### src/rtl/ipp_request_attribute_parser_top_assert.svh
// assertion macros shared by the ipp request attribute parser rtl
`ifndef IPP_REQUEST_ATTRIBUTE_PARSER_TOP_ASSERT_SVH
`define IPP_REQUEST_ATTRIBUTE_PARSER_TOP_ASSERT_SVH

// same-cycle implication, checked on every rising clock edge out of reset
`define IPPAP_ASSERT_IMP(label, clk, rst_n, ante, cons, msg) \
    label: assert property (@(posedge clk) disable iff (!(rst_n)) (ante) |-> (cons)) \
        else $error(msg);

// next-cycle implication, checked on every rising clock edge out of reset
`define IPPAP_ASSERT_NXT(label, clk, rst_n, ante, cons, msg) \
    label: assert property (@(posedge clk) disable iff (!(rst_n)) (ante) |=> (cons)) \
        else $error(msg);

`endif

### src/rtl/ippap_pkg.sv
// shared types, codes and name tables of the ipp request attribute parser
package ippap_pkg;

    // longest attribute name accepted before the record is flagged
    localparam logic [15:0] MAX_NAME_LEN = 16'd255;

    // byte classification codes
    localparam logic [3:0] KIND_HEADER    = 4'd0;
    localparam logic [3:0] KIND_GROUP_TAG = 4'd1;
    localparam logic [3:0] KIND_VALUE_TAG = 4'd2;
    localparam logic [3:0] KIND_LENGTH    = 4'd3;
    localparam logic [3:0] KIND_NAME      = 4'd4;
    localparam logic [3:0] KIND_VALUE     = 4'd5;
    localparam logic [3:0] KIND_END_TAG   = 4'd6;
    localparam logic [3:0] KIND_DOCUMENT  = 4'd7;
    localparam logic [3:0] KIND_ERROR     = 4'd8;

    // attribute select codes
    localparam logic [1:0] ATTR_OTHER     = 2'd0;
    localparam logic [1:0] ATTR_DOC_FMT   = 2'd1;
    localparam logic [1:0] ATTR_REQ_ATTRS = 2'd2;

    // status codes reported on the end tag
    localparam logic [1:0] STATUS_OK          = 2'd0;
    localparam logic [1:0] STATUS_BAD_REQUEST = 2'd1;
    localparam logic [1:0] STATUS_NOT_FOUND   = 2'd2;
    localparam logic [1:0] STATUS_UNSUPPORTED = 2'd3;

    // header version words
    localparam logic [15:0] VERSION_1_0 = 16'h0100;
    localparam logic [15:0] VERSION_1_1 = 16'h0101;
    localparam logic [15:0] VERSION_2_0 = 16'h0200;

    // delimiter tags
    localparam logic [7:0] TAG_OPERATION   = 8'h01;
    localparam logic [7:0] TAG_JOB         = 8'h02;
    localparam logic [7:0] TAG_END         = 8'h03;
    localparam logic [7:0] TAG_PRINTER     = 8'h04;
    localparam logic [7:0] TAG_UNSUPPORTED = 8'h05;

    // operation codes with a defined status
    localparam logic [15:0] OP_SUBMIT_DOC     = 16'd2;
    localparam logic [15:0] OP_CHECK_DOC      = 16'd4;
    localparam logic [15:0] OP_DROP_JOB       = 16'd8;
    localparam logic [15:0] OP_GET_JOB_ATTRS  = 16'd9;
    localparam logic [15:0] OP_LIST_JOBS      = 16'd10;
    localparam logic [15:0] OP_GET_PRT_ATTRS  = 16'd11;

    // minimum body size, the header alone
    localparam logic [31:0] HEADER_BYTES = 32'd8;

    // candidate attribute names
    localparam int FMT_LEN = 15;
    localparam int REQ_LEN = 20;
    localparam logic [8*FMT_LEN-1:0] FMT_NAME = "document-format";
    localparam logic [8*REQ_LEN-1:0] REQ_NAME = "requested-attributes";

    // one item on the input side
    typedef struct packed {
        logic [7:0]  data_byte;
        logic        start_of_message;
        logic [31:0] body_length;
    } t_in_item;

    // one result item
    typedef struct packed {
        logic [3:0]  byte_kind;
        logic [7:0]  byte_echo;
        logic [1:0]  attribute_select;
        logic [15:0] ipp_version;
        logic [15:0] operation_id;
        logic [31:0] request_number;
        logic [31:0] document_bytes;
        logic [1:0]  status_code;
        logic        malformed;
        logic        last;
    } t_result;

    // character of "document-format" at a position below FMT_LEN
    function automatic logic [7:0] fmt_char(input logic [7:0] idx);
        logic [7:0] c;
        c = 8'h00;
        for (int k = 0; k < FMT_LEN; k++) begin
            if (idx == 8'(k)) begin
                c = FMT_NAME[8*(FMT_LEN-1-k) +: 8];
            end
        end
        return c;
    endfunction

    // character of "requested-attributes" at a position below REQ_LEN
    function automatic logic [7:0] req_char(input logic [7:0] idx);
        logic [7:0] c;
        c = 8'h00;
        for (int k = 0; k < REQ_LEN; k++) begin
            if (idx == 8'(k)) begin
                c = REQ_NAME[8*(REQ_LEN-1-k) +: 8];
            end
        end
        return c;
    endfunction

endpackage

### src/rtl/ippap_in_stage.sv
// input register of the ipp request attribute parser
module ippap_in_stage
    import ippap_pkg::*;
(
    input  logic     i_clk,
    input  logic     i_rst_n,
    input  logic     i_valid,
    output logic     o_stall,
    input  t_in_item i_item,
    input  logic     i_advance,
    output logic     o_valid,
    output t_in_item o_item
);

    logic     r_valid;
    logic     n_valid;
    t_in_item r_item;
    logic     w_accept;

    // hold the input while the held item cannot move on
    assign o_stall  = r_valid && !i_advance;
    assign w_accept = i_valid && !o_stall;

    always_comb begin
        if (w_accept) begin
            n_valid = 1'b1;
        end else if (i_advance) begin
            n_valid = 1'b0;
        end else begin
            n_valid = r_valid;
        end
    end

    always_ff @(posedge i_clk) begin
        if (!i_rst_n) begin
            r_valid <= 1'b0;
        end else begin
            r_valid <= n_valid;
        end
    end

    // payload capture on each transfer
    always_ff @(posedge i_clk) begin
        if (w_accept) begin
            r_item <= i_item;
        end
    end

    assign o_valid = r_valid;
    assign o_item  = r_item;

endmodule

### src/rtl/ippap_core.sv
// per-byte parser state and classification logic
`include "ipp_request_attribute_parser_top_assert.svh"
module ippap_core
    import ippap_pkg::*;
(
    input  logic     i_clk,
    input  logic     i_rst_n,
    input  logic     i_fire,
    input  t_in_item i_item,
    output t_result  o_result
);

    typedef enum logic [3:0] {
        PH_HEADER,
        PH_TAG,
        PH_NLEN_HI,
        PH_NLEN_LO,
        PH_NAME,
        PH_VLEN_HI,
        PH_VLEN_LO,
        PH_VALUE,
        PH_DOC,
        PH_ERR
    } t_phase;

    // bytes of the body still to come replace a used count and a length
    t_phase      r_phase,      n_phase;
    logic [31:0] r_remaining,  n_remaining;
    logic [2:0]  r_hdr_pos,    n_hdr_pos;
    logic [15:0] r_version,    n_version;
    logic [15:0] r_operation,  n_operation;
    logic [31:0] r_request,    n_request;
    logic [15:0] r_field_rem,  n_field_rem;
    logic [7:0]  r_length_hi,  n_length_hi;
    logic [7:0]  r_name_pos,   n_name_pos;
    logic [1:0]  r_name_match, n_name_match;
    logic [1:0]  r_cur_attr,   n_cur_attr;
    logic [1:0]  r_prev_attr,  n_prev_attr;

    function automatic logic [1:0] status_for(input logic [15:0] op, input logic no_doc);
        logic [1:0] s;
        if (op == OP_SUBMIT_DOC) begin
            s = no_doc ? STATUS_BAD_REQUEST : STATUS_OK;
        end else if (op == OP_CHECK_DOC || op == OP_LIST_JOBS || op == OP_GET_PRT_ATTRS) begin
            s = STATUS_OK;
        end else if (op == OP_DROP_JOB || op == OP_GET_JOB_ATTRS) begin
            s = STATUS_NOT_FOUND;
        end else begin
            s = STATUS_UNSUPPORTED;
        end
        return s;
    endfunction

    // one byte step: start clearing, then the phase decision
    always_comb begin
        logic [7:0]  b;
        logic [31:0] rem_eff;
        logic [15:0] len16;
        logic [1:0]  m;
        logic [15:0] fr_dec;
        logic [3:0]  kind;
        logic [1:0]  sel;
        logic [1:0]  st;
        logic [31:0] docb;
        logic        lastf;

        b = i_item.data_byte;

        n_phase      = r_phase;
        n_remaining  = r_remaining;
        n_hdr_pos    = r_hdr_pos;
        n_version    = r_version;
        n_operation  = r_operation;
        n_request    = r_request;
        n_field_rem  = r_field_rem;
        n_length_hi  = r_length_hi;
        n_name_pos   = r_name_pos;
        n_name_match = r_name_match;
        n_cur_attr   = r_cur_attr;
        n_prev_attr  = r_prev_attr;

        // start of a message clears everything and samples the length
        if (i_item.start_of_message) begin
            n_phase      = (i_item.body_length < HEADER_BYTES) ? PH_ERR : PH_HEADER;
            n_remaining  = i_item.body_length;
            n_hdr_pos    = 3'd0;
            n_version    = 16'd0;
            n_operation  = 16'd0;
            n_request    = 32'd0;
            n_field_rem  = 16'd0;
            n_length_hi  = 8'd0;
            n_name_pos   = 8'd0;
            n_name_match = 2'b11;
            n_cur_attr   = ATTR_OTHER;
            n_prev_attr  = ATTR_OTHER;
        end

        rem_eff = n_remaining;
        len16   = {n_length_hi, b};
        m       = n_name_match;
        fr_dec  = n_field_rem - 16'd1;
        kind    = KIND_ERROR;
        sel     = ATTR_OTHER;
        st      = STATUS_OK;
        docb    = 32'd0;
        lastf   = 1'b0;

        if (rem_eff != 32'd0) begin
            n_remaining = rem_eff - 32'd1;
            lastf       = (rem_eff == 32'd1);
            case (n_phase)
                PH_HEADER: begin
                    kind = KIND_HEADER;
                    // header byte placed by its position, then the position moves on
                    case (n_hdr_pos)
                        3'd0: n_version   = {b, 8'h00};
                        3'd1: n_version   = {n_version[15:8], b};
                        3'd2: n_operation = {b, 8'h00};
                        3'd3: n_operation = {n_operation[15:8], b};
                        3'd4: n_request   = {b, 24'h000000};
                        3'd5: n_request   = {n_request[31:24], b, 16'h0000};
                        3'd6: n_request   = {n_request[31:16], b, 8'h00};
                        default: begin
                            n_request = {n_request[31:8], b};
                            if (n_version != VERSION_1_0 && n_version != VERSION_1_1 &&
                                n_version != VERSION_2_0) begin
                                n_version = VERSION_1_1;
                            end
                            n_phase = PH_TAG;
                        end
                    endcase
                    n_hdr_pos = n_hdr_pos + 3'd1;
                end
                PH_TAG: begin
                    if (b == TAG_END) begin
                        kind    = KIND_END_TAG;
                        docb    = rem_eff - 32'd1;
                        st      = status_for(n_operation, rem_eff == 32'd1);
                        n_phase = PH_DOC;
                    end else if (b == TAG_OPERATION || b == TAG_JOB ||
                                 b == TAG_PRINTER || b == TAG_UNSUPPORTED) begin
                        kind        = KIND_GROUP_TAG;
                        n_prev_attr = ATTR_OTHER;
                    end else begin
                        kind    = KIND_VALUE_TAG;
                        n_phase = PH_NLEN_HI;
                    end
                end
                PH_NLEN_HI: begin
                    kind        = KIND_LENGTH;
                    n_length_hi = b;
                    n_phase     = PH_NLEN_LO;
                end
                PH_NLEN_LO: begin
                    // name plus both value length bytes must fit in the body
                    if (len16 > MAX_NAME_LEN ||
                        ({17'd0, len16} + 33'd3) > {1'b0, rem_eff}) begin
                        n_phase = PH_ERR;
                    end else begin
                        kind = KIND_LENGTH;
                        if (len16 == 16'd0) begin
                            n_cur_attr = n_prev_attr;
                            n_phase    = PH_VLEN_HI;
                        end else begin
                            n_field_rem  = len16;
                            n_name_pos   = 8'd0;
                            n_name_match = 2'b11;
                            n_phase      = PH_NAME;
                        end
                    end
                end
                PH_NAME: begin
                    kind = KIND_NAME;
                    if (n_name_pos >= 8'(FMT_LEN) || fmt_char(n_name_pos) != b) begin
                        m = m & 2'b10;
                    end
                    if (n_name_pos >= 8'(REQ_LEN) || req_char(n_name_pos) != b) begin
                        m = m & 2'b01;
                    end
                    n_name_match = m;
                    if (n_name_pos != 8'hFF) begin
                        n_name_pos = n_name_pos + 8'd1;
                    end
                    n_field_rem = fr_dec;
                    if (fr_dec == 16'd0) begin
                        if (m[0] && n_name_pos == 8'(FMT_LEN)) begin
                            n_cur_attr = ATTR_DOC_FMT;
                        end else if (m[1] && n_name_pos == 8'(REQ_LEN)) begin
                            n_cur_attr = ATTR_REQ_ATTRS;
                        end else begin
                            n_cur_attr = ATTR_OTHER;
                        end
                        n_prev_attr = n_cur_attr;
                        n_phase     = PH_VLEN_HI;
                    end
                end
                PH_VLEN_HI: begin
                    kind        = KIND_LENGTH;
                    n_length_hi = b;
                    n_phase     = PH_VLEN_LO;
                end
                PH_VLEN_LO: begin
                    // the value must fit in what is left after this byte
                    if ({16'd0, len16} >= rem_eff) begin
                        n_phase = PH_ERR;
                    end else begin
                        kind        = KIND_LENGTH;
                        n_field_rem = len16;
                        n_phase     = (len16 == 16'd0) ? PH_TAG : PH_VALUE;
                    end
                end
                PH_VALUE: begin
                    kind        = KIND_VALUE;
                    sel         = n_cur_attr;
                    n_field_rem = fr_dec;
                    if (fr_dec == 16'd0) begin
                        n_phase = PH_TAG;
                    end
                end
                PH_DOC: begin
                    kind = KIND_DOCUMENT;
                end
                default: begin
                    n_phase = PH_ERR;
                end
            endcase

            // body ended before the end tag
            if (lastf && n_phase != PH_DOC) begin
                n_phase = PH_ERR;
            end
            if (n_phase == PH_ERR) begin
                kind = KIND_ERROR;
                sel  = ATTR_OTHER;
                st   = STATUS_OK;
                docb = 32'd0;
            end
        end

        o_result.byte_kind        = kind;
        o_result.byte_echo        = b;
        o_result.attribute_select = sel;
        o_result.ipp_version      = n_version;
        o_result.operation_id     = n_operation;
        o_result.request_number   = n_request;
        o_result.document_bytes   = docb;
        o_result.status_code      = st;
        o_result.malformed        = (kind == KIND_ERROR);
        o_result.last             = lastf;
    end

    // parser state, advanced once per transfer into the result register
    always_ff @(posedge i_clk) begin
        if (!i_rst_n) begin
            r_phase      <= PH_HEADER;
            r_remaining  <= 32'd0;
            r_hdr_pos    <= 3'd0;
            r_version    <= 16'd0;
            r_operation  <= 16'd0;
            r_request    <= 32'd0;
            r_field_rem  <= 16'd0;
            r_length_hi  <= 8'd0;
            r_name_pos   <= 8'd0;
            r_name_match <= 2'b11;
            r_cur_attr   <= ATTR_OTHER;
            r_prev_attr  <= ATTR_OTHER;
        end else if (i_fire) begin
            r_phase      <= n_phase;
            r_remaining  <= n_remaining;
            r_hdr_pos    <= n_hdr_pos;
            r_version    <= n_version;
            r_operation  <= n_operation;
            r_request    <= n_request;
            r_field_rem  <= n_field_rem;
            r_length_hi  <= n_length_hi;
            r_name_pos   <= n_name_pos;
            r_name_match <= n_name_match;
            r_cur_attr   <= n_cur_attr;
            r_prev_attr  <= n_prev_attr;
        end
    end

    // end tag moves the parser into the document section
    `IPPAP_ASSERT_NXT(a_end_to_doc, i_clk, i_rst_n,
        i_fire && o_result.byte_kind == KIND_END_TAG, r_phase == PH_DOC,
        "end tag did not enter document phase")
    // the last body byte leaves the parser only in document or error phase
    `IPPAP_ASSERT_NXT(a_last_settles, i_clk, i_rst_n,
        i_fire && o_result.last, r_phase == PH_DOC || r_phase == PH_ERR,
        "last byte left parser in an open phase")
    // a status is reported only on the end tag
    `IPPAP_ASSERT_IMP(a_status_on_end, i_clk, i_rst_n,
        i_fire && o_result.status_code != STATUS_OK, o_result.byte_kind == KIND_END_TAG,
        "status reported outside end tag")
    // past the body end nothing is consumed until a new start
    `IPPAP_ASSERT_NXT(a_body_exhausted, i_clk, i_rst_n,
        i_fire && !i_item.start_of_message && r_remaining == 32'd0, r_remaining == 32'd0,
        "byte count moved past the body end")

endmodule

### src/rtl/ippap_out_stage.sv
// result register of the ipp request attribute parser
module ippap_out_stage
    import ippap_pkg::*;
(
    input  logic    i_clk,
    input  logic    i_rst_n,
    input  logic    i_valid,
    input  t_result i_result,
    output logic    o_ready,
    output logic    o_valid,
    input  logic    i_stall,
    output t_result o_result
);

    logic    r_valid;
    logic    n_valid;
    t_result r_result;
    logic    w_load;

    // register frees up when empty or when its result transfers out
    assign o_ready = !r_valid || !i_stall;
    assign w_load  = i_valid && o_ready;

    always_comb begin
        if (w_load) begin
            n_valid = 1'b1;
        end else if (!i_stall) begin
            n_valid = 1'b0;
        end else begin
            n_valid = r_valid;
        end
    end

    always_ff @(posedge i_clk) begin
        if (!i_rst_n) begin
            r_valid <= 1'b0;
        end else begin
            r_valid <= n_valid;
        end
    end

    always_ff @(posedge i_clk) begin
        if (w_load) begin
            r_result <= i_result;
        end
    end

    assign o_valid  = r_valid;
    assign o_result = r_result;

endmodule

### src/rtl/ipp_request_attribute_parser_top.sv
// top level of the ipp request attribute parser
//
//   channel  | direction | handshake               | payload
//   ---------+-----------+-------------------------+---------------------------------------
//   input    | in        | i_in_valid / o_in_stall | data_byte, start_of_message, body_length
//   result   | out       | o_out_valid/ i_out_stall| byte_kind .. last, one per input byte
//
// one byte per cycle sustained while the result side does not stall; a byte's result passes
// through the input register, then the single-pass parse logic into the result register,
// and is shown on the outputs from the result register
// synchronous active-low reset clears the valid flags of both registers and the parser state
// after reset every byte is flagged as an error until a start of message
// a stalled result holds in its register while the input register takes one more byte
module ipp_request_attribute_parser_top
    import ippap_pkg::*;
(
    input  logic        i_clk,
    input  logic        i_rst_n,
    input  logic        i_in_valid,
    output logic        o_in_stall,
    input  logic [7:0]  i_data_byte,
    input  logic        i_start_of_message,
    input  logic [31:0] i_body_length,
    output logic        o_out_valid,
    input  logic        i_out_stall,
    output logic [3:0]  o_byte_kind,
    output logic [7:0]  o_byte_echo,
    output logic [1:0]  o_attribute_select,
    output logic [15:0] o_ipp_version,
    output logic [15:0] o_operation_id,
    output logic [31:0] o_request_number,
    output logic [31:0] o_document_bytes,
    output logic [1:0]  o_status_code,
    output logic        o_malformed,
    output logic        o_last
);

    t_in_item w_in_item;
    t_in_item w_held_item;
    logic     w_held_valid;
    logic     w_out_ready;
    logic     w_fire;
    t_result  w_step_result;
    t_result  w_out_result;

    assign w_in_item.data_byte        = i_data_byte;
    assign w_in_item.start_of_message = i_start_of_message;
    assign w_in_item.body_length      = i_body_length;

    // a held byte is parsed when the result register can take it
    assign w_fire = w_held_valid && w_out_ready;

    ippap_in_stage u_in_stage (
        .i_clk     (i_clk),
        .i_rst_n   (i_rst_n),
        .i_valid   (i_in_valid),
        .o_stall   (o_in_stall),
        .i_item    (w_in_item),
        .i_advance (w_out_ready),
        .o_valid   (w_held_valid),
        .o_item    (w_held_item)
    );

    ippap_core u_core (
        .i_clk    (i_clk),
        .i_rst_n  (i_rst_n),
        .i_fire   (w_fire),
        .i_item   (w_held_item),
        .o_result (w_step_result)
    );

    ippap_out_stage u_out_stage (
        .i_clk    (i_clk),
        .i_rst_n  (i_rst_n),
        .i_valid  (w_held_valid),
        .i_result (w_step_result),
        .o_ready  (w_out_ready),
        .o_valid  (o_out_valid),
        .i_stall  (i_out_stall),
        .o_result (w_out_result)
    );

    // result fields onto their ports
    assign o_byte_kind        = w_out_result.byte_kind;
    assign o_byte_echo        = w_out_result.byte_echo;
    assign o_attribute_select = w_out_result.attribute_select;
    assign o_ipp_version      = w_out_result.ipp_version;
    assign o_operation_id     = w_out_result.operation_id;
    assign o_request_number   = w_out_result.request_number;
    assign o_document_bytes   = w_out_result.document_bytes;
    assign o_status_code      = w_out_result.status_code;
    assign o_malformed        = w_out_result.malformed;
    assign o_last             = w_out_result.last;

endmodule
### config.mk
export PLATFORM = sky130hd
export DESIGN_NAME = ipp_request_attribute_parser_top
export DESIGN_NICKNAME = d
export VERILOG_FILES = /design/src/rtl/ippap_pkg.sv /design/src/rtl/ippap_in_stage.sv /design/src/rtl/ippap_core.sv /design/src/rtl/ippap_out_stage.sv /design/src/rtl/ipp_request_attribute_parser_top.sv
export VERILOG_INCLUDE_DIRS = /design/src /design/src/rtl
export SDC_FILE = /design/constraint.sdc
export NUM_CORES = 1
export LEC_CHECK = 0
export BUFFER_PORTS_ARGS = -buffer_cell sky130_fd_sc_hd__buf_2
export CAP_MARGIN = 0
export CORE_ASPECT_RATIO = 0.6
export CORE_MARGIN = 2
export CORE_UTILIZATION = 30
export CTS_CLUSTER_DIAMETER = 100
export DETAILED_ROUTE_END_ITERATION = 10
export HOLD_SLACK_MARGIN = 0.1
export PLACE_DENSITY = 0.48
export SKIP_LAST_GASP = 1
export SYNTH_ARGS = -nofsm -noshare
export SYNTH_HDL_FRONTEND = slang
export SYNTH_SLANG_ARGS = --single-unit
### constraint.sdc
create_clock -name i_clk -period 5.5 [get_ports i_clk]
set_input_delay 0 -clock i_clk [delete_from_list [all_inputs] [get_ports i_clk]]
set_output_delay 0 -clock i_clk [all_outputs]
set_load 0.005 [all_outputs]
# After elaboration in Yosys (flattened, before gate mapping)
# Index checks and enable logic that the tools add are counted.
[totals]
ff_bits = 298
wordCells = 263
in_bits = 45
[classes]
bitwise_logic = 4
order_cmp = 6
n_addsub = 5
n_reduce_logical = 36
n_eq_ne = 57
mux = 128
[ops]
columns = ["operator", "n"]
rows = [
  ["$mux 7", 35],
  ["$mux 16", 12],
  ["$mux 32", 5],
  ["$pmux 32 s4", 1],
  ["$mux 8", 14],
  ["$pmux 16 s3", 2],
  ["$eq 8x4->1 const B", 9],
  ["$mux 4", 18],
  ["$eq 16x4->1 const B", 4],
  ["$eq 8x3->1 const B", 6],
  ["$mux 2", 22],
  ["$eq 8x5->1 const B", 5],
  ["$pmux 4 s9", 1],
  ["$gt 33x32->1", 1],
  ["$eq 32x1->1 const B", 1],
  ["$eq 8x2->1 const B", 4],
  ["$ge 16x32->1", 1],
  ["$logic_not 16->1", 2],
  ["$lt 32x4->1 const B", 1],
  ["$ne 16x9->1 const B", 2],
  ["$pmux 16 s2", 1],
  ["$pmux 4 s8", 1],
  ["$reduce_bool 32->1", 1],
  ["$sub 32x1->32 const B", 1],
  ["other kinds (39)", 86],
]

# Depth between registers and ports, before layout
[logic_depth]
depth_word = 35
depth_mapped = 21

# Hierarchy
# From an unflattened synthesis, not the netlist that was laid out.
[hier_totals]
cells_unflattened = 1670
area_unflattened_um2 = 16055.4
[modules_own_cells]
columns = ["module", "cells_each", "instances", "area_per_inst_um2", "seq_area_each_um2"]
rows = [
  ["ippap_core", 1505, 1, 11305.8, 2822.7],
  ["ippap_out_stage", 119, 1, 3464.6, 3443.3],
  ["ippap_in_stage", 45, 1, 1278.7, 1251.2],
  ["ipp_request_attribute_parser_top", 1, 1, 6.3, 0.0],
]

# Least setup slack after synthesis
# Ideal clock, no wire load.
[synth_path]
path_type = "register to register"
from = "register u_out_stage.r_valid (netlist: u_out_stage.o_valid)"
to = "register u_core.r_field_rem[3]"
setup_time_ns = 0.077
required_time_ns = 5.423
stages_incl_launch_ff = 9
synth_period_minus_slack_ns = 4.999
arrival_ns = 4.922
path_slack_ns = 0.501
path_buffers = 3
path_cell_list = "dfxtp_1 > nand2_1 > nand2_1 > inv_1 > clkbuf_1 > clkbuf_1 > clkbuf_1 > o31ai_1 > a21oi_1"
[synth_via]
elab_chain_len = 3
[synth_rtl]
columns = ["element", "line_no", "rtl"]
rows = [
  ["from (decl)", "ippap_out_stage.sv:15", "logic r_valid;"],
  ["from (signal assigned)", "ippap_out_stage.sv:38", "r_valid <= n_valid;"],
  ["$logic_not 1->1", "ippap_out_stage.sv:21", "assign o_ready = !r_valid || !i_stall;"],
  ["$logic_or 1x1->1", "ippap_out_stage.sv:21", ""],
  ["$logic_and 1x1->1", "ipp_request_attribute_parser_top.sv:51", "assign w_fire = w_held_valid && w_out_ready;"],
  ["via u_core.i_fire", "ippap_core.sv:8", "input logic i_fire,"],
  ["to (signal assigned)", "ippap_core.sv:274", "r_field_rem <= n_field_rem;"],
  ["to (decl)", "ippap_core.sv:33", "logic [15:0] r_field_rem, n_field_rem;"],
]
# The timed path passes the listed nets, and every way through them passes these cells.
# A chain may end at the register's enable or synchronous reset.

==> flow_metrics.tcl <==
set metrics [dict create \
    status "complete, no violations" \
    syn_area_per_cell_um2 9.41 \
    cts_buffer_depth 3 \
    hpwl_mm 40.7 \
    cts-root-buf "clkbuf_16" \
    vias 14700 \
    gp_congestion 0.903 \
    path_clk_slew_ns 0.06 \
    final_net_count 1979 \
    wl_mm 59.1 \
    path_class "flip-flop to flip-flop" \
    worst_slew_pin_slew_ns 1.20 \
    drt-initial-drc-count 1680 \
    netlist_area_mm2 0.0164 \
    cp.arrival_ns 5.36 \
    crit_fanout 6 \
    finClkSkew_ns 0.0221 \
    netlist_instances 1744 \
    start_util 0.303 \
    antenna_found_initial 2 \
    cts-buffers-inserted 34 \
    fmax_ghz 0.197 \
    clock_sinks 298 \
    required_ns 5.79 \
    post-route-cell-area_mm2 0.0194 \
    grt_max_degree 74 \
    grt.overflow.total 0 \
    ant_nets 0 \
    report.final.slew_viol_count 0 \
    numPortBuffers 160 \
    crit_start "u_in_stage.o_item[36]" \
    dieWidth_um 306 \
    hold_class "input pin to flip-flop" \
    p_total_mw 5.48 \
    post-route-util 0.358 \
    path_buf_inv 0 \
    rows 66 \
    io_pins 161 \
    crit_family "simple AND/OR/NAND/NOR gates" \
    drc 0 \
    placed_area_mm2 0.0178 \
    slowest_delay_ns 0.61 \
    rsz0062_at_grt "false" \
    cts_tree "done" \
    cap_violations 0 \
    max-vdd-ir-drop_mv 0.141 \
    ys_ff_latch 298 \
    start_kind "flip-flop" \
    drt_first_pass_iters 6 \
    rr_startpoint "u_in_stage.o_item[36]" \
    slew_headroom 0.196 \
    synth_edf_count 155 \
    ys_seq_area_frac 0.458 \
    synth_ff_type "edfxtp_1" \
    post-cts-setup-buffers 0 \
    ys.warnings.count 0 \
    crit_slowest_cell "nor4_1" \
    fin_tns_setup_ns 0 \
    synthArstFlopShare 0 \
    viasPerCell 5.61 \
    p_leak_nw 7.25 \
    fin_crit_ns 5.07 \
    synth.distinct_cells 98 \
    grt_usage 0.203 \
    rrSetupSlack_ns 0.43 \
    setup_violations 0 \
    first_global_vias 13600 \
    power.density_mw_per_mm2 283 \
    timing.final.ws_setup_ns 0.425 \
    dieArea_mm2 0.0566 \
    grt_pass1_wl_mm 87.9 \
    clk_latency_ns 0.54 \
    area_growth_pct 18.1 \
    path_cells "and3_1, and3_1, nand2_1, nor4_1, nand3_1, xnor2_1, ha_1, a211oi_1, nor2_1, a2111oi_1, nand3_1, a21boi_0, nor2_1, o41a_1, or2_2" \
    coreArea_mm2 0.0541 \
    wl_per_cell_um 22.5 \
    min_from "i_body_length[16]" \
    die_y_um 185 \
    synth_fp_nets 1836 \
    htree_levels 2 \
    timing.final.crit_share 0.923 \
    drive_gt1_frac 0.154 \
    end_kind "flip-flop" \
    num_antenna_cells 0 \
    post-place-ws_ns 0.581 \
    hold_violations 0 \
]
[cell usage in the layout (no fill, tap or decap), types with 10 or more instances in the layout]
cell	count
a22oi_1	68
or3_1	13
nand2b_1	23
edfxtp_1	155
xor2_1	11
a31oi_1	21
mux2i_1	39
buf_4	34
a211oi_1	11
a21o_1	13
dfxtp_1	143
nor4_1	33
nand3_1	51
o21ai_0	62
nor3_1	55
clkbuf_16	35
dlygate4sd3_1	45
ha_1	47
and3_1	22
nor2b_1	22
buf_2	160
a221o_1	11
nor3b_1	10
xnor2_1	34
a21oi_1	91
o211ai_1	10
nand2_1	144
inv_1	31
a22o_1	67
nor2_1	218
nand4_1	17
[registers in the layout, indices dropped and copies added, names as in the netlist]
| register | cells |
|---|---|
| u_core.r_hdr_pos | 3 |
| u_core.r_prev_attr | 2 |
| u_core.r_cur_attr | 2 |
| u_core.r_field_rem | 16 |
| u_core.r_operation | 16 |
| u_core.r_version | 16 |
| u_core.r_request | 32 |
| u_in_stage.o_valid | 1 |
| u_out_stage.o_valid | 1 |
| u_in_stage.o_item | 41 |
| u_core.r_name_pos | 8 |
| u_out_stage.o_result | 114 |
| u_core.r_phase | 4 |
| u_core.r_length_hi | 8 |
| u_core.r_remaining | 32 |
| u_core.r_name_match | 2 |
[per-stage QoR]
step / cells / hold slack (ns)
after floorplan: 1744 / 0.0989
after global placement: 2520 / 0.178
after detailed placement: 2520 / 0.178
after CTS: 2627 / 0.150
after global routing: 2627 / 0.166
final: 2627 / 0.172
[kinds of logic after synthesis]
family	share of synthesized area
buffers and inverters	0.0419
adder cells (fa/ha/maj)	0.0358
flip-flops	0.458
XOR/XNOR	0.0240
AND/OR/NAND/NOR	0.204
multiplexers	0.0279
AO/OA/AOI/OAI	0.208
[area by class of cell]
type	count	area, um2
fill	5499	34700
multi-input combinational	1281	8210
tap	714	893
clock inverter	19	209
inverter	33	130
timing repair buffer	239	1510
sequential	298	7520
clock buffer	43	916
[path summary, 6_finish.rpt]
| kind | end | depth (start not counted) |
|---|---|---|
| max | u_out_stage.o_result[1] | 15 |
| min | u_in_stage.o_item[16] | 2 |
| max reg2reg | u_out_stage.o_result[1] | 15 |
| min reg2reg | u_core.r_remaining[15] | 2 |
[cell usage after synthesis, drive strengths merged (34+ instances only)]
cell	count	area share
nor2	218	0.050
buf	34	0.012
clkbuf	98	0.023
dfxtp	143	0.17
nor4	35	0.015
mux2i	39	0.024
xnor2	34	0.018
a22o	67	0.036
nand3	51	0.016
a22oi	68	0.031
o21ai	65	0.020
nor3	56	0.017
nand2	145	0.033
edfxtp	155	0.28
ha	47	0.036
a21oi	93	0.029
[report_power, final]
part / leakage [nW] / total [mW] / internal [mW] / switching [mW]
clock network: 0.548 / 2.35 / 1.38 / 0.971
logic: 4.06 / 0.660 / 0.228 / 0.432
registers: 2.64 / 2.47 / 2.42 / 0.0582
total: 7.25 / 5.48 / 4.02 / 1.46
[timing repair]
item	in CTS	in global routing
hold endpoints to repair	56	0
gates resized for setup	0	0
hold buffers	45	0
setup endpoints to repair	0	0
[per-layer routing]
layer,wire (um),up-vias,track usage
met3,4830,74,0.0421
met2,22900,574,0.268
met5,54,-,0.00861
met4,1040,2,0.0453
li1,-,6837,-
met1,30300,7240,0.327
(Power assumes the default switching activity.)
